## src/hdl/nsva_pkg.sv

```systemverilog
// nsva_pkg: shared types and constants for the note stack voice allocator
// used by nsva_front, nsva_back and the top level; no dependencies
package nsva_pkg;

   localparam logic ACTION_ON  = 1'b0;
   localparam logic ACTION_OFF = 1'b1;

   localparam logic KIND_VOICE  = 1'b0;
   localparam logic KIND_STATUS = 1'b1;

   localparam logic [1:0] CSR_POLYPHONY   = 2'd0;
   localparam logic [1:0] CSR_LOWEST_NOTE = 2'd1;
   localparam logic [1:0] CSR_NOTE_SPAN   = 2'd2;

   localparam logic [3:0] POLYPHONY_RESET   = 4'd1;
   localparam logic [6:0] LOWEST_NOTE_RESET = 7'd48;
   localparam logic [6:0] NOTE_SPAN_RESET   = 7'd53;

   // classified note event passed from front to back
   typedef struct packed {
      logic       action;
      logic [6:0] pitch;
      logic       ignored;
   } event_type;

endpackage

```

## src/hdl/nsva_front.sv

```systemverilog
// nsva_front: accepts note events, checks the pitch window, two-entry queue
// depends on nsva_pkg
module nsva_front
   import nsva_pkg::*;
(
   input  logic      clock,
   input  logic      reset,
   input  logic      req_valid,
   output logic      req_ready,
   input  logic      req_action,
   input  logic [6:0] req_pitch,
   input  logic [6:0] lowest_note,
   input  logic [6:0] note_span,
   output logic      ev_valid,
   input  logic      ev_ready,
   output event_type ev
);

   event_type  q_ff [2];
   logic       wr_ff, wr_in;
   logic       rd_ff, rd_in;
   logic [1:0] cnt_ff, cnt_in;
   logic       push, pop;
   logic [7:0] hi_bound;
   logic       in_window;
   event_type  cls;

   assign hi_bound  = {1'b0, lowest_note} + {1'b0, note_span};
   assign in_window = (req_pitch >= lowest_note) && ({1'b0, req_pitch} < hi_bound);

   always_comb begin
      cls.action  = req_action;
      cls.pitch   = req_pitch;
      cls.ignored = !in_window;
   end

   assign req_ready = (cnt_ff != 2'd2);
   assign ev_valid  = (cnt_ff != 2'd0);
   assign ev        = q_ff[rd_ff];
   assign push      = req_valid && req_ready;
   assign pop       = ev_valid && ev_ready;

   always_comb begin
      wr_in  = push ? !wr_ff : wr_ff;
      rd_in  = pop ? !rd_ff : rd_ff;
      cnt_in = cnt_ff + 2'(push) - 2'(pop);
   end

   always_ff @(posedge clock) begin
      if (reset) begin
         wr_ff  <= 1'b0;
         rd_ff  <= 1'b0;
         cnt_ff <= 2'd0;
      end else begin
         wr_ff  <= wr_in;
         rd_ff  <= rd_in;
         cnt_ff <= cnt_in;
      end
   end

   always_ff @(posedge clock) begin
      if (push) begin
         q_ff[wr_ff] <= cls;
      end
   end

endmodule

```

## src/hdl/nsva_back.sv

```systemverilog
// nsva_back: held-note stack, voice free and assign passes, result register
// depends on nsva_pkg
module nsva_back
   import nsva_pkg::*;
#(
   parameter int STACK_DEPTH = 10,
   parameter int VOICES      = 8
)
(
   input  logic       clock,
   input  logic       reset,
   input  logic [3:0] polyphony,
   input  logic       ev_valid,
   output logic       ev_ready,
   input  event_type  ev,
   output logic       rsp_valid,
   input  logic       rsp_ready,
   output logic       rsp_kind,
   output logic [2:0] rsp_voice,
   output logic [6:0] rsp_voice_pitch,
   output logic       rsp_retrigger,
   output logic [3:0] rsp_held_count,
   output logic       rsp_gate,
   output logic       rsp_ignored,
   output logic       rsp_last
);

   localparam int SW = $clog2(STACK_DEPTH);
   localparam int CW = $clog2(STACK_DEPTH + 1);
   localparam int VW = (VOICES > 1) ? $clog2(VOICES) : 1;

   localparam logic [1:0] ST_IDLE   = 2'd0;
   localparam logic [1:0] ST_FREE   = 2'd1;
   localparam logic [1:0] ST_ASSIGN = 2'd2;
   localparam logic [1:0] ST_STATUS = 2'd3;

   logic [1:0]    state_ff, state_in;
   logic [6:0]    held_ff [STACK_DEPTH];
   logic [6:0]    held_in [STACK_DEPTH];
   logic [CW-1:0] total_ff, total_in;
   logic [6:0]    voice_ff [VOICES];
   logic [6:0]    voice_in [VOICES];
   logic          gate_ff, gate_in;
   logic [VW-1:0] vidx_ff, vidx_in;
   logic [CW-1:0] sidx_ff, sidx_in;
   logic          ign_ff, ign_in;

   logic          rsp_valid_ff;
   logic          rsp_kind_ff, rsp_retrigger_ff, rsp_gate_ff, rsp_ignored_ff, rsp_last_ff;
   logic [2:0]    rsp_voice_ff;
   logic [6:0]    rsp_voice_pitch_ff;
   logic [3:0]    rsp_held_count_ff;

   logic          emit, e_kind, e_retrig, e_gate, e_ign, e_last;
   logic [2:0]    e_voice;
   logic [6:0]    e_pitch;

   logic [7:0]    poly8, tot8, first8;
   logic [CW-1:0] first;
   logic [STACK_DEPTH-1:0] match, pre, snd;
   logic          found;
   logic          keep, need;
   logic [6:0]    cur_note;
   logic          playing, free_found;
   logic [VW-1:0] free_idx;
   logic          out_free;

   // effective polyphony clamped to 1..VOICES
   always_comb begin
      if (polyphony == 4'd0) begin
         poly8 = 8'd1;
      end else if ({4'd0, polyphony} > 8'(VOICES)) begin
         poly8 = 8'(VOICES);
      end else begin
         poly8 = {4'd0, polyphony};
      end
      tot8   = 8'(total_ff);
      first8 = (tot8 > poly8) ? (tot8 - poly8) : 8'd0;
      first  = CW'(first8);
   end

   // parallel compares over the stack
   always_comb begin
      for (int i = 0; i < STACK_DEPTH; i++) begin
         match[i] = (CW'(i) < total_ff) && (held_ff[i] == ev.pitch);
         snd[i]   = (CW'(i) >= first) && (CW'(i) < total_ff);
      end
      pre[0] = match[0];
      for (int i = 1; i < STACK_DEPTH; i++) begin
         pre[i] = pre[i-1] | match[i];
      end
      found = |match;
   end

   always_comb begin
      keep = 1'b0;
      for (int i = 0; i < STACK_DEPTH; i++) begin
         if (snd[i] && (held_ff[i] == voice_ff[vidx_ff])) begin
            keep = 1'b1;
         end
      end
      if (8'(vidx_ff) >= poly8) begin
         keep = 1'b0;
      end
   end

   always_comb begin
      cur_note   = held_ff[sidx_ff[SW-1:0]];
      playing    = 1'b0;
      free_found = 1'b0;
      free_idx   = '0;
      for (int j = VOICES - 1; j >= 0; j--) begin
         if (8'(j) < poly8) begin
            if (voice_ff[j] == cur_note) begin
               playing = 1'b1;
            end
            if (voice_ff[j] == 7'd0) begin
               free_found = 1'b1;
               free_idx   = VW'(j);
            end
         end
      end
   end

   assign out_free = !rsp_valid_ff || rsp_ready;

   always_comb begin
      state_in = state_ff;
      held_in  = held_ff;
      total_in = total_ff;
      voice_in = voice_ff;
      gate_in  = gate_ff;
      vidx_in  = vidx_ff;
      sidx_in  = sidx_ff;
      ign_in   = ign_ff;
      ev_ready = 1'b0;
      need     = 1'b0;
      emit     = 1'b0;
      e_kind   = KIND_VOICE;
      e_voice  = 3'd0;
      e_pitch  = 7'd0;
      e_retrig = 1'b0;
      e_gate   = gate_ff;
      e_ign    = 1'b0;
      e_last   = 1'b0;
      case (state_ff)
         ST_IDLE: begin
            if (ev_valid) begin
               ev_ready = 1'b1;
               if (ev.ignored) begin
                  ign_in   = 1'b1;
                  state_in = ST_STATUS;
               end else begin
                  ign_in   = 1'b0;
                  vidx_in  = '0;
                  state_in = ST_FREE;
                  if (ev.action == ACTION_ON) begin
                     if (!found) begin
                        if (total_ff < CW'(STACK_DEPTH)) begin
                           held_in[total_ff[SW-1:0]] = ev.pitch;
                           total_in = total_ff + CW'(1);
                        end else begin
                           // full: drop the oldest entry
                           for (int i = 0; i < STACK_DEPTH - 1; i++) begin
                              held_in[i] = held_ff[i+1];
                           end
                           held_in[STACK_DEPTH-1] = ev.pitch;
                        end
                     end
                  end else begin
                     // close the gap above the removed pitch
                     for (int i = 0; i < STACK_DEPTH - 1; i++) begin
                        if (pre[i] && (CW'(i + 1) < total_ff)) begin
                           held_in[i] = held_ff[i+1];
                        end
                     end
                     if (found) begin
                        total_in = total_ff - CW'(1);
                     end
                  end
               end
            end
         end
         ST_FREE: begin
            need = (voice_ff[vidx_ff] != 7'd0) && !keep;
            if (!need || out_free) begin
               if (need) begin
                  voice_in[vidx_ff] = 7'd0;
                  emit    = 1'b1;
                  e_voice = 3'(vidx_ff);
               end
               if (vidx_ff == VW'(VOICES - 1)) begin
                  sidx_in  = first;
                  state_in = ST_ASSIGN;
                  if (total_ff == '0) begin
                     gate_in = 1'b0;
                  end
               end else begin
                  vidx_in = vidx_ff + VW'(1);
               end
            end
         end
         ST_ASSIGN: begin
            if (sidx_ff >= total_ff) begin
               state_in = ST_STATUS;
            end else begin
               need = (cur_note != 7'd0) && !playing && free_found;
               if (!need || out_free) begin
                  if (need) begin
                     voice_in[free_idx] = cur_note;
                     gate_in  = 1'b1;
                     emit     = 1'b1;
                     e_voice  = 3'(free_idx);
                     e_pitch  = cur_note;
                     e_retrig = 1'b1;
                     e_gate   = 1'b1;
                  end
                  sidx_in = sidx_ff + CW'(1);
               end
            end
         end
         ST_STATUS: begin
            if (out_free) begin
               emit     = 1'b1;
               e_kind   = KIND_STATUS;
               e_ign    = ign_ff;
               e_last   = 1'b1;
               state_in = ST_IDLE;
            end
         end
         default: begin
            state_in = ST_IDLE;
         end
      endcase
   end

   always_ff @(posedge clock) begin
      if (reset) begin
         state_ff     <= ST_IDLE;
         total_ff     <= '0;
         gate_ff      <= 1'b0;
         vidx_ff      <= '0;
         sidx_ff      <= '0;
         ign_ff       <= 1'b0;
         rsp_valid_ff <= 1'b0;
         for (int j = 0; j < VOICES; j++) begin
            voice_ff[j] <= 7'd0;
         end
      end else begin
         state_ff <= state_in;
         total_ff <= total_in;
         gate_ff  <= gate_in;
         vidx_ff  <= vidx_in;
         sidx_ff  <= sidx_in;
         ign_ff   <= ign_in;
         voice_ff <= voice_in;
         if (emit) begin
            rsp_valid_ff <= 1'b1;
         end else if (rsp_ready) begin
            rsp_valid_ff <= 1'b0;
         end
      end
   end

   always_ff @(posedge clock) begin
      held_ff <= held_in;
      if (emit) begin
         rsp_kind_ff        <= e_kind;
         rsp_voice_ff       <= e_voice;
         rsp_voice_pitch_ff <= e_pitch;
         rsp_retrigger_ff   <= e_retrig;
         rsp_held_count_ff  <= 4'(total_ff);
         rsp_gate_ff        <= e_gate;
         rsp_ignored_ff     <= e_ign;
         rsp_last_ff        <= e_last;
      end
   end

   assign rsp_valid       = rsp_valid_ff;
   assign rsp_kind        = rsp_kind_ff;
   assign rsp_voice       = rsp_voice_ff;
   assign rsp_voice_pitch = rsp_voice_pitch_ff;
   assign rsp_retrigger   = rsp_retrigger_ff;
   assign rsp_held_count  = rsp_held_count_ff;
   assign rsp_gate        = rsp_gate_ff;
   assign rsp_ignored     = rsp_ignored_ff;
   assign rsp_last        = rsp_last_ff;

endmodule

```

## src/hdl/midi_note_stack_voice_allocator_top.sv

```systemverilog
// midi_note_stack_voice_allocator_top: configuration registers, front and back
// depends on nsva_pkg, nsva_front, nsva_back
//
// usage:
//  req_ channel carries one note event (action 0 on / 1 off, pitch); a
//  transaction is taken when req_valid and req_ready are both high
//  rsp_ channel gives one result per voice change and then a status result
//  with rsp_last high; the stream of one event is contiguous
//  csr_ channel writes polyphony (0), lowest_note (1) and note_span (2);
//  csr_ready is always high, writes belong in idle periods
//  a two-entry queue sits between the front and the sequencer, so up to two
//  events are taken while the sequencer is busy
//  an accepted event runs the voice free pass over all VOICES, then the
//  assign pass over the sounding notes, then the status result; an ignored
//  pitch goes straight to the status result; the sequencer handles one
//  event at a time, and the voice free pass walks one voice per cycle
//  unless freeing a voice must wait for a held result register
//  a stalled receiver holds the result register and the sequencer waits on
//  it; the queue then fills and req_ready drops
//  reset clears the held count, frees all voices, drops the gate and loads
//  polyphony 1, lowest note 48, span 53
module midi_note_stack_voice_allocator_top
   import nsva_pkg::*;
#(
   parameter int STACK_DEPTH = 10,
   parameter int VOICES      = 8
)
(
   input  logic       clock,
   input  logic       reset,
   input  logic       req_valid,
   output logic       req_ready,
   input  logic       req_action,
   input  logic [6:0] req_pitch,
   output logic       rsp_valid,
   input  logic       rsp_ready,
   output logic       rsp_kind,
   output logic [2:0] rsp_voice,
   output logic [6:0] rsp_voice_pitch,
   output logic       rsp_retrigger,
   output logic [3:0] rsp_held_count,
   output logic       rsp_gate,
   output logic       rsp_ignored,
   output logic       rsp_last,
   input  logic       csr_valid,
   output logic       csr_ready,
   input  logic [1:0] csr_index,
   input  logic [6:0] csr_data
);

   logic [3:0] polyphony_ff;
   logic [6:0] lowest_note_ff;
   logic [6:0] note_span_ff;
   logic       ev_valid, ev_ready;
   event_type  ev;

   assign csr_ready = 1'b1;

   always_ff @(posedge clock) begin
      if (reset) begin
         polyphony_ff   <= POLYPHONY_RESET;
         lowest_note_ff <= LOWEST_NOTE_RESET;
         note_span_ff   <= NOTE_SPAN_RESET;
      end else if (csr_valid) begin
         case (csr_index)
            CSR_POLYPHONY:   polyphony_ff   <= csr_data[3:0];
            CSR_LOWEST_NOTE: lowest_note_ff <= csr_data;
            CSR_NOTE_SPAN:   note_span_ff   <= csr_data;
            default: begin
            end
         endcase
      end
   end

   nsva_front u_front (
      .clock       (clock),
      .reset       (reset),
      .req_valid   (req_valid),
      .req_ready   (req_ready),
      .req_action  (req_action),
      .req_pitch   (req_pitch),
      .lowest_note (lowest_note_ff),
      .note_span   (note_span_ff),
      .ev_valid    (ev_valid),
      .ev_ready    (ev_ready),
      .ev          (ev)
   );

   nsva_back #(
      .STACK_DEPTH (STACK_DEPTH),
      .VOICES      (VOICES)
   ) u_back (
      .clock           (clock),
      .reset           (reset),
      .polyphony       (polyphony_ff),
      .ev_valid        (ev_valid),
      .ev_ready        (ev_ready),
      .ev              (ev),
      .rsp_valid       (rsp_valid),
      .rsp_ready       (rsp_ready),
      .rsp_kind        (rsp_kind),
      .rsp_voice       (rsp_voice),
      .rsp_voice_pitch (rsp_voice_pitch),
      .rsp_retrigger   (rsp_retrigger),
      .rsp_held_count  (rsp_held_count),
      .rsp_gate        (rsp_gate),
      .rsp_ignored     (rsp_ignored),
      .rsp_last        (rsp_last)
   );

   // only the status result closes an event
   a_last_is_status: assert property (@(posedge clock) disable iff (reset)
      rsp_valid && rsp_last |-> rsp_kind == KIND_STATUS)
      else $error("last flag on a voice change result");

   a_status_clean: assert property (@(posedge clock) disable iff (reset)
      rsp_valid && rsp_kind == KIND_STATUS |->
         rsp_voice == 3'd0 && rsp_voice_pitch == 7'd0 && !rsp_retrigger)
      else $error("status result carries voice data");

   a_retrig_gate: assert property (@(posedge clock) disable iff (reset)
      rsp_valid && rsp_retrigger |-> rsp_gate && rsp_voice_pitch != 7'd0)
      else $error("retrigger without gate or note");

   a_ignored_alone: assert property (@(posedge clock) disable iff (reset)
      rsp_valid && rsp_ignored |-> rsp_last)
      else $error("ignored event gave a voice change");

endmodule
```

## config.mk

```make
export PLATFORM = sky130hd
export DESIGN_NAME = midi_note_stack_voice_allocator_top
export DESIGN_NICKNAME = d
export VERILOG_FILES = /design/src/hdl/nsva_pkg.sv /design/src/hdl/nsva_front.sv /design/src/hdl/nsva_back.sv /design/src/hdl/midi_note_stack_voice_allocator_top.sv
export SDC_FILE = /design/constraint.sdc
export NUM_CORES = 1
export LEC_CHECK = 0
export BUFFER_PORTS_ARGS = -buffer_cell sky130_fd_sc_hd__buf_4
export CAP_MARGIN = 20
export CORE_MARGIN = 2
export CORE_UTILIZATION = 40
export CTS_BUF_LIST = sky130_fd_sc_hd__clkbuf_16
export DETAILED_ROUTE_END_ITERATION = 10
export SLEW_MARGIN = 20
export SYNTH_ARGS = -nofsm -noshare
export SYNTH_HDL_FRONTEND = slang
export SYNTH_HIERARCHICAL = 1
export SYNTH_SLANG_ARGS = --single-unit
```

## constraint.sdc

```tcl
create_clock -name clock -period 4.3 [get_ports clock]
set_input_delay 0.86 -clock clock [delete_from_list [all_inputs] [get_ports clock]]
set_output_delay 0.86 -clock clock [all_outputs]
set_load 0.03 [all_outputs]
```

# Word-level counts from Yosys, hierarchy flattened
# Memories as Yosys holds them, arrays and structs flattened. A register that Yosys moved wholly into a read port is not among the register bits.
# Cells that the tools add are included.
# classes
n_addsub,8
order_cmp,42
eq_ne,58
n_mux,145
n_bitwise,20
reduce_logical,101
# op_table
cell,n
$mux W56,5
$eq A7 B7 Y1,28
$mux W70,2
$mux W7,16
$pmux W56 S2,1
$mux W3,25
$bwmux W70,1
$mux W1,65
$reduce_and A5 Y1,13
$mux W63,1
$and A56 B56 Y56,1
$bwmux W56,1
$logic_not A7 Y1,8
$not A56 Y56,1
$logic_and A1 B1 Y1,48
$mux W4,11
$demux W7 S3,2
$lt A3 B4 Y1 const A,8
$ne A2 B2 Y1 const B,15
$bmux W7 S4,1
$demux W7 S4,1
$bmux W7 S3,1
$ne A2 B1 Y1 const B,9
$ge A3 B4 Y1 const A,4
48 further kinds,106
# totals
reg_bits,182
ram_bits,18
in_bits,22
output_inout_bits,22
wordCells,413
n_memories,1
# memory_table
name,words,width,rd,rd_clocked_by_memory_dff,wr,line,rtl
u_front.q_ff,2,9,1,1,1,nsva_front.sv:19,event_type q_ff [2];

# Depth between registers and ports, before layout
# depth
depth_word,30
ltp_mapped,18
depth_no_buf,17

# Hierarchy
# Netlist, hierarchy kept.
# by_module_without_submodules
mod,n_inst,cells_per_inst,area_each_um2,seq_area_each_um2
nsva_back,1,1277,12005.3,4083.9
nsva_front,1,122,1442.6,640.6
midi_note_stack_voice_allocator_top,1,75,763.2,360.3

# Worst setup path after synthesis
# OpenSTA, ideal clock, no wires.
# synth_timing
kind,flip-flop to flip-flop
start,register polyphony_ff[1]
end,"register u_back.rsp_gate_ff (netlist: u_back/rsp_gate), enable pin"
setup_time_ns,0.399
arrival_ns,4.154
required_time_ns,3.901
slack_ns,-0.253
stages_incl_launch_ff,18
n_path_buf,0
synth_period_minus_slack_ns,4.553
cell_sequence,dfxtp_1 nor2_1 nor2_1 nor2_1 ha_1 inv_1 fa_1 a21o_1 a21oi_1 or4b_2 o22ai_1 nor4_1 a32oi_1 nand3_1 o31a_1 nor3_1 nor2_1 a21oi_1
# synth_via
elab_chain_cells,27
elab_cells_between_ends,102
classes_between,add/sub (1); order compare (21); mux (50); reduce/logical (30)
# synth_lines
item,line,rtl
start: declaration,midi_note_stack_voice_allocator_top.sv:51,logic [3:0] polyphony_ff;
start signal: assignment,midi_note_stack_voice_allocator_top.sv:66,CSR_POLYPHONY: polyphony_ff <= csr_data[3:0];
$gt A4 B4 Y1,nsva_back.sv:72,"end else if ({4'd0, polyphony} > 8'(VOICES)) begin"
$mux W4,nsva_back.sv:72,
$mux W4 (*),nsva_back.sv:70,if (polyphony == 4'd0) begin
branches (longest 23 deep; another with $sub A4 B4 Y4),-,
$pmux W1 S3 (*),nsva_back.sv:146,case (state_ff)
named net u_back.emit,nsva_back.sv:54,"logic emit, e_kind, e_retrig, e_gate, e_ign, e_last;"
end signal: assignment,nsva_back.sv:273,rsp_gate_ff <= e_gate;
end: declaration,nsva_back.sv:49,"logic rsp_kind_ff, rsp_retrigger_ff, rsp_gate_ff, rsp_ignored_ff, rsp_last_ff;"
# Mark *: on every way through the listed nets, which the timed path passes.
# A chain may end at the register's enable or synchronous reset.

# Final worst setup path
# layout_timing
start,register u_back.sidx_ff[0]
end,register u_back/voice_ff[13] in the netlist's numbering
# layout_via
elab_chain_cells,28
elab_cells_between_ends,44
classes_between,order compare (1); eq/ne (11); mux (24); bitwise (1); reduce/logical (7)
# layout_lines
item,line,rtl
start: declaration,nsva_back.sv:45,"logic [CW-1:0] sidx_ff, sidx_in;"
start signal: assignment,nsva_back.sv:254,sidx_ff <= sidx_in;
$not A4 Y5 (implied by the code),nsva_back.sv:108,cur_note = held_ff[sidx_ff[SW-1:0]];
$bmux W7 S4,nsva_back.sv:108,
$mux W7 (implied by the code) (2 in series),nsva_back.sv:108,
$eq A7 B7 Y1,nsva_back.sv:114,if (voice_ff[j] == cur_note) begin
$mux W1,nsva_back.sv:114,
$mux W1,nsva_back.sv:113,if (8'(j) < poly8) begin
$mux W1,nsva_back.sv:114,
$mux W1,nsva_back.sv:113,
(+10 left out),-,
$mux W1,nsva_back.sv:114,
$mux W1,nsva_back.sv:113,
$logic_not A1 Y1,nsva_back.sv:207,need = (cur_note != 7'd0) && !playing && free_found;
$logic_and A1 B1 Y1 (2 in series),nsva_back.sv:207,
$logic_not A1 Y1,nsva_back.sv:208,if (!need || out_free) begin
$logic_or A1 B1 Y1,nsva_back.sv:208,
$ne A2 B1 Y1 (no source line),-,
$reduce_and A6 Y1 (no source line),-,
end signal: assignment,nsva_back.sv:256,voice_ff <= voice_in;
end: declaration,nsva_back.sv:41,logic [6:0] voice_ff [VOICES];
# Several ways; a longest one is shown, not always the timed one. The select of a mux whose other input is x is not followed.

==> impl_metrics.env <==
export IMPL_grt_overflow_total=0
export IMPL_crit_fanout=34
export IMPL_fin_area_mm2=0.01681
export IMPL_final_nets=1698
export IMPL_hpwlAfterDp_mm=40.04
export IMPL_initial_core_util_pct=40.25
export IMPL_worst_pin_slew_ns=0.8447
export IMPL_routed_via_count=13153
export IMPL_synthDistinctLibCells=97
export IMPL_grt_max_degree=63
export IMPL_critPathCaptureType="flip-flop"
export IMPL_final_common_cell="buf_4"
export IMPL_die_y_um=192.5
export IMPL_period_needed_ns=4.183
export IMPL_grt_setup_unrepaired="true"
export IMPL_fin_skew_ns=0.03894
export IMPL_maxCapViolCount=0
export IMPL_drcViolationCount=0
export IMPL_layout_common_cells="201 x buf_4, 106 x edfxtp_1, 102 x xnor2_1"
export IMPL_peakVddDrop_mv=0.3505
export IMPL_grt_pass1_vias=12531
export IMPL_io_pins=44
export IMPL_slew_violations=0
export IMPL_power_switching_w=0.003536
export IMPL_rows=69
export IMPL_ant_nets=0
export IMPL_antenna_cells=0
export IMPL_grt_pass1_wl_mm=78.32
export IMPL_powerDensity_mw_per_mm2=509.8
export IMPL_syn_num_nets=1544
export IMPL_path_cells="buf_12 > mux2i_1 > nor2_1 > a21oi_2 > buf_4 > xnor2_1 > a2111oi_0 > nand4_1 > o2111ai_4 > nor3_4 > o32ai_4 > buf_6 > nand3b_1 > o22ai_1"
export IMPL_gp_congestion=1.013
export IMPL_setup_violations_final=0
export IMPL_worstSetupStartpointType="flip-flop"
export IMPL_placed_area_mm2=0.01597
export IMPL_syn_avg_cell_area_um2=9.641
export IMPL_wl_per_cell_um=24.56
export IMPL_vias_per_cell=6.243
export IMPL_cts_hold_buf=0
export IMPL_fin_util_pct=47.60
export IMPL_place_ws_ns=-0.01204
export IMPL_hp_class="flip-flop to flip-flop"
export IMPL_cts_buffers=24
export IMPL_io_buffers=42
export IMPL_maxSlewHeadroom_pct=43.48
export IMPL_outcome="finished, final reports clean"
export IMPL_cts_root_buf="clkbuf_16"
export IMPL_worst_setup_path_type="flip-flop to flip-flop"
export IMPL_drive_above_1_share_pct=19.62
export IMPL_fin_crit_sh_pct=97.27
export IMPL_ctsHtreeMaxLevel=1
export IMPL_syn_area_mm2=0.01421
export IMPL_cp_required_ns=4.70
export IMPL_die_area_mm2=0.03705
export IMPL_hold_worst_slack_ns=0.4738
export IMPL_synth_seq_cells=201
export IMPL_core_mm2=0.03531
export IMPL_max_freq_mhz=239.1
export IMPL_cp_arrival_ns=4.58
export IMPL_tns_ns=0
export IMPL_leakage_nw=6.192
export IMPL_clkTransAtPathRegs_ns=0.06
export IMPL_die_w_um=192.5
export IMPL_wl_mm=51.76
export IMPL_combPwrFrac_pct=48.6
export IMPL_synth_async_reset_ratio_pct=0
export IMPL_hold_viol=0
export IMPL_p_sw_share_pct=41.27
export IMPL_worst_slack_ns=0.1174
export IMPL_ys_seq_area_share_pct=35.78
export IMPL_antenna_found_initial=0
export IMPL_area_growth_pct=18.27
export IMPL_cpLargestDelayFamily="compound AO/OA/AOI/OAI gates"
export IMPL_drtIter0Drc=1529
export IMPL_pwr_share_seq_pct=28.2
export IMPL_cts_tree="done"
export IMPL_clk_latency_ns=0.57
export IMPL_dr_pass1_iters=5
export IMPL_ys_warnings_count=6
export IMPL_power_internal_w=0.005033
export IMPL_synth_ff_type="edfxtp_1"
export IMPL_worst_path_buf_inv=3
export IMPL_syn_inst=1474
export IMPL_synth_edf_count=106
export IMPL_clock_sinks=201
export IMPL_cpPeakStageDelay_ns=0.52
export IMPL_fillers=3330
export IMPL_track_usage_pct=28.04
export IMPL_clkPwrFrac_pct=23.2
export IMPL_slowest_stage="mux2i_1"
export IMPL_cts_buffer_depth=3
what timing repair did:
item / 4_1_cts / 5_1_grt
pin swaps: 0 / 3
endpoints found under the hold margin: 0 / 0
buffers inserted: 0 / 1
gates resized for setup: 2 / 13
setup endpoints to repair: 9 / 122
tightest hold or removal path, stage by stage, from the launching register on:
cell and delay [ns]:
dfxtp_1 0.31, nand2_1 0.06, a21oi_1 0.06
power by group through the flow:
stage | clock, W | combinational (W) | sequential, W
finish | 0.00199 | 0.00417 | 0.00242
global route | 0.00208 | 0.00444 | 0.00243
detailed placement | 0 | 0.00405 | 0.00245
CTS | 0.00201 | 0.00406 | 0.00241
floorplan | 0 | 0.00259 | 0.00246
global placement | 0 | 0.00402 | 0.00245
synth_stat cells, types with 11 or more instances:
master / count / area share [%]
and2_1: 11 / 0.48
nor2b_1: 24 / 1.1
nor4_1: 35 / 1.5
nand4_1: 25 / 1.1
and3_1: 17 / 0.75
nand2b_1: 39 / 1.7
a221oi_1: 12 / 0.74
mux2i_1: 68 / 4.8
inv_1: 54 / 1.4
a21oi_1: 45 / 1.6
o21ai_0: 30 / 1.1
buf_4: 11 / 0.58
nand3_1: 40 / 1.4
dfxtp_1: 95 / 13
clkbuf_1: 29 / 0.77
xnor2_1: 102 / 6.3
mux2_2: 18 / 1.4
nor2_1: 85 / 2.2
a22o_1: 94 / 5.8
edfxtp_1: 106 / 22
ha_1: 46 / 4.0
xor2_1: 63 / 3.9
nand2_1: 74 / 2.0
a22oi_1: 20 / 1.1
o2bb2ai_1: 22 / 1.4
nor3_1: 34 / 1.2
buf_2: 25 / 0.88
o22ai_1: 34 / 1.5
through the flow:
step                      total power, W  instances
after global placement          0.006468       2062
after CTS                       0.008481       2106
final                           0.008569       2107
after floorplan                 0.005053       1474
after detailed placement        0.006496       2062
after global routing            0.008958       2107
layer usage:
metal | share of wire, % | wire [um] | vias up | global-route usage [%]
li1 | - | - | 5922 | -
met1 | 42 | 21810 | 6367 | 38.39
met2 | 44 | 22650 | 703 | 43.23
met3 | 9.0 | 4648 | 161 | 4.910
met4 | 5.1 | 2647 | 0 | 12.36
met5 | 0 | 0 | - | 0
logic make-up (layout without fill, tap and decap cells):
family	Yosys count	count (layout)	synth area share, %
flops	201	201	35.78
simple gates	440	440	16.64
buf+inv	135	307	4.605
other cells	1	1	0.02639
mux	86	86	6.216
xor+xnor	166	166	10.28
fa+ha+maj	48	48	4.332
compound gates	397	397	22.12
sequential cells by signal, indices dropped and copies added (netlist names), 7 cells and up, named ones only:
register	flops
u_back/rsp_voice_pitch	7
u_back/held_ff	70
u_back/voice_ff	56
note_span_ff	7
u_front/q_ff	18
lowest_note_ff	7
final cells by class:
| cell class | count | area (um2) | area share [%] |
|---|---|---|---|
| tap | 461 | 576.8 | 3.432 |
| timing repair buffer | 207 | 1620 | 9.640 |
| clock inverter | 20 | 162.7 | 0.9678 |
| multi-input combinational | 1138 | 8549 | 50.87 |
| inverter | 56 | 210.2 | 1.251 |
| clock buffer | 24 | 600.6 | 3.573 |
| sequential | 201 | 5087 | 30.27 |
worst paths after layout:
| kind | startpoint | end | slack, ns | cells after the start |
|---|---|---|---|---|
| worst min-delay path | u_back/ign_ff$_SDFFE_PP0P_ | u_back/ign_ff$_SDFFE_PP0P_ | 0.47 | 2 |
| worst max-delay path | u_back/sidx_ff[0]$_SDFFE_PP0P_ | u_back/voice_ff[13]$_SDFFE_PP0P_ | 0.12 | 14 |
| worst max register to register | u_back/sidx_ff[0]$_SDFFE_PP0P_ | u_back/voice_ff[13]$_SDFFE_PP0P_ | 0.12 | 14 |
| worst min register to register | u_back/ign_ff$_SDFFE_PP0P_ | u_back/ign_ff$_SDFFE_PP0P_ | 0.47 | 2 |
No activity file was read; power rests on OpenSTA's default activity.
